<file path="src/design/tsps_pkg.sv">
// Shared constants and types for the time-slot page select block.
package tsps_pkg;

	// Field widths.
	localparam int TIME_W    = 32;
	localparam int DVD_W     = TIME_W - 1;
	localparam int DVD_CNT_W = $clog2(DVD_W);
	localparam int DUR_W     = 16;
	localparam int PAGE_W    = 3;
	localparam int CFG_IDX_W = 3;

	// Register indexes on the configuration port.
	localparam logic [CFG_IDX_W-1:0] REG_PAGE_COUNT = 3'd0;
	localparam logic [CFG_IDX_W-1:0] REG_DURATION_0 = 3'd1;

	// Reset values of the configuration registers.
	localparam logic [PAGE_W-1:0] PAGE_COUNT_RST = 3'd1;
	localparam logic [DUR_W-1:0]  DURATION_0_RST = 16'd900;

	// Sequencer states.
	typedef enum logic [2:0] {
		ST_IDLE,
		ST_SUM,
		ST_DIV,
		ST_SCAN,
		ST_WAIT
	} state_t;

endpackage

</file>
<file path="src/design/time_slot_page_select.sv">
// Top level of the time-slot page select block.
//
// Given elapsed seconds, reports which page of a cyclic rotation is on display.
// An item with fewer than two active pages finishes in the cycle it is taken.
// Otherwise the sequencer adds the active durations one page per cycle, reduces
// the clamped time modulo that total in a bit-serial unit, then scans the pages
// one per cycle until one matches. The result is loaded into the output register,
// or parks until that register drains. Items are taken one at a time: a new item
// is taken only once the sequencer is back in idle, and a finished result sits in
// the output register while the next item is taken.
// Configuration is written through wr_en, wr_index and wr_data while idle; this
// binds the user, as the block itself does not enforce it.
module time_slot_page_select #(
	parameter int PAGE_SLOTS = 6
) (
	input  logic                          clk,
	input  logic                          arst_n,
	input  logic                          wr_en,
	input  logic [tsps_pkg::CFG_IDX_W-1:0] wr_index,
	input  logic [tsps_pkg::DUR_W-1:0]    wr_data,
	input  logic                          in_valid,
	output logic                          in_stall,
	input  logic signed [tsps_pkg::TIME_W-1:0] elapsed_time,
	output logic                          out_valid,
	input  logic                          out_stall,
	output logic [tsps_pkg::PAGE_W-1:0]   page_index
);
	import tsps_pkg::*;

	localparam int TOT_W = DUR_W + $clog2(PAGE_SLOTS);
	localparam logic [PAGE_W-1:0] SLOTS_C = PAGE_W'(PAGE_SLOTS);

	// Configuration registers.
	logic [PAGE_W-1:0] page_count_q;
	logic [DUR_W-1:0]  dur_q [PAGE_SLOTS];

	// Sequencer and datapath.
	state_t            state_q;
	state_t            state_d;
	logic [DVD_W-1:0]  time_q;
	logic [PAGE_W-1:0] cnt_q;
	logic [TOT_W-1:0]  acc_q;
	logic [PAGE_W-1:0] res_q;
	logic              out_valid_q;
	logic [PAGE_W-1:0] page_q;

	logic [PAGE_W-1:0] eff_cnt;
	logic [PAGE_W-1:0] eff_last;
	logic [DUR_W-1:0]  dur_sel;
	logic [TOT_W-1:0]  sum_next;
	logic              out_free;
	logic              ld_start;
	logic              step;
	logic              scan_init;
	logic              div_start;
	logic              fin;
	logic [PAGE_W-1:0] fin_val;
	logic              out_load;
	logic [PAGE_W-1:0] out_data;
	logic              mod_done;
	logic [TOT_W-1:0]  mod_rem;

	// Configuration writes; indexes beyond the implemented slots are dropped.
	always_ff @(posedge clk or negedge arst_n) begin
		if (!arst_n) begin
			page_count_q <= PAGE_COUNT_RST;
			for (int j = 0; j < PAGE_SLOTS; j++) begin
				dur_q[j] <= (j == 0) ? DURATION_0_RST : '0;
			end
		end else if (wr_en) begin
			if (wr_index == REG_PAGE_COUNT) begin
				page_count_q <= wr_data[PAGE_W-1:0];
			end
			for (int j = 0; j < PAGE_SLOTS; j++) begin
				if (wr_index == REG_DURATION_0 + CFG_IDX_W'(j)) begin
					dur_q[j] <= wr_data;
				end
			end
		end
	end

	// Active page count saturates at the number of slots.
	always_comb begin
		eff_cnt  = (page_count_q > SLOTS_C) ? SLOTS_C : page_count_q;
		eff_last = eff_cnt - 1'b1;
	end

	// Duration of the page under the counter, and the running sum through it.
	always_comb begin
		dur_sel = '0;
		for (int j = 0; j < PAGE_SLOTS; j++) begin
			if (cnt_q == PAGE_W'(j)) begin
				dur_sel = dur_q[j];
			end
		end
		sum_next = acc_q + TOT_W'(dur_sel);
	end

	// Bit-serial modulo of the clamped time by the total duration.
	tsps_serial_mod #(
		.DIV_W(TOT_W)
	) u_mod (
		.clk      (clk),
		.arst_n   (arst_n),
		.start    (div_start),
		.dividend (time_q),
		.divisor  (sum_next),
		.done     (mod_done),
		.remainder(mod_rem)
	);

	assign out_free = !out_valid_q || !out_stall;
	assign in_stall = (state_q != ST_IDLE);

	// State register.
	always_ff @(posedge clk or negedge arst_n) begin
		if (!arst_n) begin
			state_q <= ST_IDLE;
		end else begin
			state_q <= state_d;
		end
	end

	// Next state and control strobes.
	always_comb begin
		state_d   = state_q;
		ld_start  = 1'b0;
		step      = 1'b0;
		scan_init = 1'b0;
		div_start = 1'b0;
		fin       = 1'b0;
		fin_val   = '0;
		unique case (state_q)
			ST_IDLE: begin
				if (in_valid) begin
					if (eff_cnt <= PAGE_W'(1)) begin
						fin = 1'b1;
					end else begin
						ld_start = 1'b1;
						state_d  = ST_SUM;
					end
				end
			end
			ST_SUM: begin
				if (cnt_q == eff_last) begin
					if (sum_next == '0) begin
						fin     = 1'b1;
						state_d = ST_IDLE;
					end else begin
						div_start = 1'b1;
						state_d   = ST_DIV;
					end
				end else begin
					step = 1'b1;
				end
			end
			ST_DIV: begin
				if (mod_done) begin
					scan_init = 1'b1;
					state_d   = ST_SCAN;
				end
			end
			ST_SCAN: begin
				if ((mod_rem < sum_next) || (cnt_q == eff_last)) begin
					fin     = 1'b1;
					fin_val = cnt_q;
					state_d = ST_IDLE;
				end else begin
					step = 1'b1;
				end
			end
			ST_WAIT: begin
				if (out_free) begin
					state_d = ST_IDLE;
				end
			end
			default: begin
				state_d = ST_IDLE;
			end
		endcase
		// A result that finds the output register full parks until it drains.
		if (fin && !out_free) begin
			state_d = ST_WAIT;
		end
		out_load = (fin || (state_q == ST_WAIT)) && out_free;
		out_data = (state_q == ST_WAIT) ? res_q : fin_val;
	end

	// Working registers: clamped time, page counter, running sum, parked result and output page.
	always_ff @(posedge clk) begin
		if (ld_start) begin
			time_q <= elapsed_time[TIME_W-1] ? '0 : elapsed_time[DVD_W-1:0];
			cnt_q  <= '0;
			acc_q  <= '0;
		end else if (scan_init) begin
			cnt_q <= '0;
			acc_q <= '0;
		end else if (step) begin
			cnt_q <= cnt_q + 1'b1;
			acc_q <= sum_next;
		end
		if (fin && !out_free) begin
			res_q <= fin_val;
		end
		if (out_load) begin
			page_q <= out_data;
		end
	end

	// Output beat register.
	always_ff @(posedge clk or negedge arst_n) begin
		if (!arst_n) begin
			out_valid_q <= 1'b0;
		end else if (out_load) begin
			out_valid_q <= 1'b1;
		end else if (!out_stall) begin
			out_valid_q <= 1'b0;
		end
	end

	assign out_valid  = out_valid_q;
	assign page_index = page_q;

`ifndef SYNTHESIS
	// The modulo unit only reports completion while the sequencer waits for it.
	a_done_in_div: assert property (@(posedge clk) disable iff (!arst_n)
		mod_done |-> (state_q == ST_DIV))
		else $error("modulo done outside the divide phase");

	// The page scan never runs past the last active page.
	a_scan_bound: assert property (@(posedge clk) disable iff (!arst_n)
		(state_q == ST_SCAN) |-> (cnt_q < eff_cnt))
		else $error("page scan beyond the active pages");

	// A delivered page index always names an implemented slot.
	a_page_range: assert property (@(posedge clk) disable iff (!arst_n)
		out_valid |-> (page_index < SLOTS_C))
		else $error("page index out of range");
`endif

endmodule

</file>
<file path="src/design/tsps_serial_mod.sv">
// Bit-serial restoring modulo unit: one dividend bit per cycle.
module tsps_serial_mod #(
	parameter int DIV_W = 19
) (
	input  logic                      clk,
	input  logic                      arst_n,
	input  logic                      start,
	input  logic [tsps_pkg::DVD_W-1:0] dividend,
	input  logic [DIV_W-1:0]          divisor,
	output logic                      done,
	output logic [DIV_W-1:0]          remainder
);
	import tsps_pkg::*;

	logic                 busy_q;
	logic                 done_q;
	logic [DVD_CNT_W-1:0] cnt_q;
	logic [DVD_W-1:0]     dvd_q;
	logic [DIV_W-1:0]     div_q;
	logic [DIV_W-1:0]     rem_q;
	logic [DIV_W:0]       shifted;
	logic [DIV_W:0]       diff;
	logic                 fits;

	// One restoring step: bring in the next dividend bit and subtract if it fits.
	always_comb begin
		shifted = {rem_q, dvd_q[DVD_W-1]};
		diff    = shifted - {1'b0, div_q};
		fits    = (shifted >= {1'b0, div_q});
	end

	// Control: busy while the dividend bits are shifted in, then a done pulse.
	always_ff @(posedge clk or negedge arst_n) begin
		if (!arst_n) begin
			busy_q <= 1'b0;
			done_q <= 1'b0;
		end else begin
			done_q <= busy_q && (cnt_q == '0);
			if (start) begin
				busy_q <= 1'b1;
			end else if (busy_q && (cnt_q == '0)) begin
				busy_q <= 1'b0;
			end
		end
	end

	// Datapath: dividend shifts out MSB first while the partial remainder builds up.
	always_ff @(posedge clk) begin
		if (start) begin
			cnt_q <= DVD_CNT_W'(DVD_W - 1);
			dvd_q <= dividend;
			div_q <= divisor;
			rem_q <= '0;
		end else if (busy_q) begin
			cnt_q <= cnt_q - 1'b1;
			dvd_q <= {dvd_q[DVD_W-2:0], 1'b0};
			rem_q <= fits ? diff[DIV_W-1:0] : shifted[DIV_W-1:0];
		end
	end

	assign done      = done_q;
	assign remainder = rem_q;

endmodule

</file>
<file path="config.mk">
export PLATFORM = sky130hd
export DESIGN_NAME = time_slot_page_select
export DESIGN_NICKNAME = d
export VERILOG_FILES = /design/src/design/tsps_pkg.sv /design/src/design/time_slot_page_select.sv /design/src/design/tsps_serial_mod.sv
export SDC_FILE = /design/constraint.sdc
export NUM_CORES = 1
export LEC_CHECK = 0
export BUFFER_PORTS_ARGS = -buffer_cell sky130_fd_sc_hd__buf_2
export CORE_UTILIZATION = 43
export CTS_BUF_LIST = sky130_fd_sc_hd__clkbuf_4 sky130_fd_sc_hd__clkbuf_8 sky130_fd_sc_hd__clkbuf_16
export DETAILED_ROUTE_END_ITERATION = 8
export PLACE_DENSITY = 0.57
export SYNTH_ARGS = -nofsm -noshare
export SYNTH_HDL_FRONTEND = slang
export SYNTH_SLANG_ARGS = --single-unit
</file>
<file path="constraint.sdc">
create_clock -name clk -period 8.85 [get_ports clk]
set_input_delay 0.4425 -clock clk [delete_from_list [all_inputs] [get_ports clk]]
set_output_delay 0.4425 -clock clk [all_outputs]
set_load 0.005 [all_outputs]
</file>
==> run metrics <==
Fillers around 2600; Main synth FF type dfrtp_1; later-pin clock latency in the skew report 0.54 ns; clk_skew 0.0243 ns; CTS sink count 238; endpoint class of the critical path flip-flop; Num CTS Buffers 27; input/output buffers 60; GR Util met1 a little over a quarter; clk slew on worst S/H paths 0.06 ns; Via density 5.41; Std-Cell Rows 62; Yosys reg bits 238; Critical Path Source Type flip-flop; Min Hold Slack about 0.19 ns; GRT overflow 0; gp weighted congestion 0.803; post-CTS setup repair buffer count 0; H-tree levels 1; share of cells above drive strength 1 23.4%; vias in the first global route 8619; ANT nets after route 0; post-synthesis cell type count between 70 and 80; WS Path Type reg -> reg; syn nets 1246; Tightest Pin Transition 0.973 ns; Post-synth EDFFs 87; largest net degree at the start of global routing 62; placed instance area 13200 sq um; die footprint 29700 sq um; Max VDD drop 0.189 mV; GR Util met2 between 30% and 40%; drt pass-1 iters 7; ys async rst share 44.1%; first-pass GRT wire length 44300 um; Longest Clk Path Bufs 3; root buf cell clkbuf_16; I/O pins 61; core box area 28600 sq um; YS warnings 0; Worst Path Required ~9.2 ns; PD cells 437 nW/um^2; minimum clock period 6.75 ns; r2r worst-path depth 23; initial antenna violation count 0; Reg area 6170 sq um; crit-path max FO 25; gr usage total a little under a fifth; Layout Nets 1295; Max Fclk 148 MHz; RSZ-0062 raised after global routing no; Most Used Layer, Global Route met2; Hold Crit Depth 3; HPWL after detailed placement 18400 um; antenna diode count 0; Initial Util between 40% and 50%; outcome complete, no violations; final setup fails 0; final wirelength 27000 um; Layout area overhead 13.0%; Multi-input gate area 5930 sq um; total power 6.17 mW; worst hold path class in -> reg; post-synthesis sequential area ratio approximately half; FF-to-FF setup slack 2.10 ns; Slew Limit Fails 0; final core utilization between 40 and 50%; crit share post-route 76.3%; DR vias about 8600; setup TNS 0 ns; met3 Use GR 2.24%; syn avg cell area 11.1 sq um; Slew headroom 35.1%; final instance area 14100 sq um; TritonCTS clock tree done; Syn Inst Count 1129; CP arrival around 7 ns; Horiz. Die Dim 172 um; drt initial violations 676; max-cap check violation count 0; Die Height 172 um; Syn Std Cell Area 12500 sq um; DR WL/cell 17.0 um; hold violation total from the final report 0; DRC Markers 0; Pleak around 6.0 nW
worst max-delay path, stage by stage, from the launching register on:
cell	delay [ns]
dfxtp_1	0.50
inv_1	0.41
ha_1	0.50
buf_4	0.27
o311ai_0	0.35
o21ai_0	0.13
o21ai_0	0.36
ha_1	0.33
a211o_1	0.28
a21o_1	0.21
a31o_2	0.28
nor2b_1	0.13
or4_1	0.58
ha_1	0.25
a21o_1	0.17
a21o_1	0.17
a21oi_1	0.13
o21a_1	0.13
o211a_1	0.20
o21a_1	0.51
buf_4	0.40
nor3_1	0.10
xnor2_1	0.14
nor2_1	0.05
layout make-up:
type | instances | share of cell area (%)
clock buffers | 39 | 5.64
clock inverters | 11 | 0.629
inverters | 57 | 1.52
multi-input cells | 776 | 42.0
flip-flops and latches | 238 | 43.7
well taps | 384 | 3.40
repair buffers | 78 | 3.12
synth_stat cells (17+ instances only):
cell	instances	area share, %
o21ai_0	53	2.1
a211oi_1	22	1.3
mux2_2	103	9.3
edfxtp_1	87	21
nor2b_1	39	2.0
a21o_1	17	1.0
mux2_4	27	3.2
dfrtp_1	100	20
inv_1	56	1.7
dfxtp_1	46	7.4
nand2_1	65	2.0
o311ai_0	17	1.2
a21oi_1	53	2.1
clkbuf_1	50	1.5
ha_1	59	5.9
nor3_1	19	0.76
nor2_1	105	3.2
logic make-up (layout without fill, tap and decap cells):
group | Yosys count | after routing | share of synthesized area, %
DFF | 238 | 238 | 49.4
AOI/OAI and AO/OA | 243 | 243 | 13.5
xor gates and xnor gates | 29 | 29 | 2.09
muxes | 141 | 141 | 13.4
and+or+nand+nor | 302 | 302 | 11.7
adders and majority gates | 61 | 61 | 6.23
buffers and inverters | 115 | 185 | 3.67
state kept, by name (all words and copies together), names as in the netlist:
register / flops
page_index: 3
time_q: 31
u_mod.busy_q: 1
dur_q: 96
cnt_q: 3
state_q: 3
page_count_q: 3
out_valid: 1
acc_q: 19
u_mod.cnt_q: 5
u_mod.done: 1
res_q: 3
u_mod.div_q: 19
u_mod.remainder: 19
u_mod.dvd_q: 31
repair_timing:
item | 4_1_cts | 5_1_grt
hold buffers | 1 | 0
gates resized for setup | 0 | 0
hold endpoints to repair | 44 | 0
stage by stage:
step                      cells  worst slack (ns)
after floorplan            1129              1.78
after global placement     1532              2.24
after detailed placement   1532              2.13
after CTS                  1583              2.07
after global routing       1583              1.43
final                      1583              2.10
placed cells by master (no fill, tap or decap), drive strengths merged, types with 19 or more instances in the layout:
cell	count
mux2	130
nor2	106
dfrtp	100
edfxtp	87
buf	77
nand2	65
ha	59
inv	58
o21ai	54
a21oi	53
dfxtp	46
nor2b	39
clkbuf	39
a211oi	22
nor3	19
routing by layer:
layer	vias up	wire length, um
met1	4179	13200
met5	-	0
met3	27	840
met4	0	431
li1	4237	-
met2	123	12500
worst paths after layout:
kind                                 from      endpoint
max                              cnt_q[2]     acc_q[16]
min                             out_stall     out_valid
max reg2reg                      cnt_q[2]     acc_q[16]
min reg2reg                u_mod.cnt_q[4]    u_mod.done
max in group asynchronous          arst_n  u_mod.busy_q
min in group asynchronous          arst_n     dur_q[44]
where the power goes:
| part | switching, mW | total, mW | internal [mW] |
|---|---|---|---|
| sequential | 0.216 | 1.82 | 1.61 |
| combinational | 1.87 | 3.26 | 1.39 |
| clock | 0.438 | 1.09 | 0.654 |
| total | 2.52 | 6.17 | 3.65 |
(Power assumes the default switching activity.)
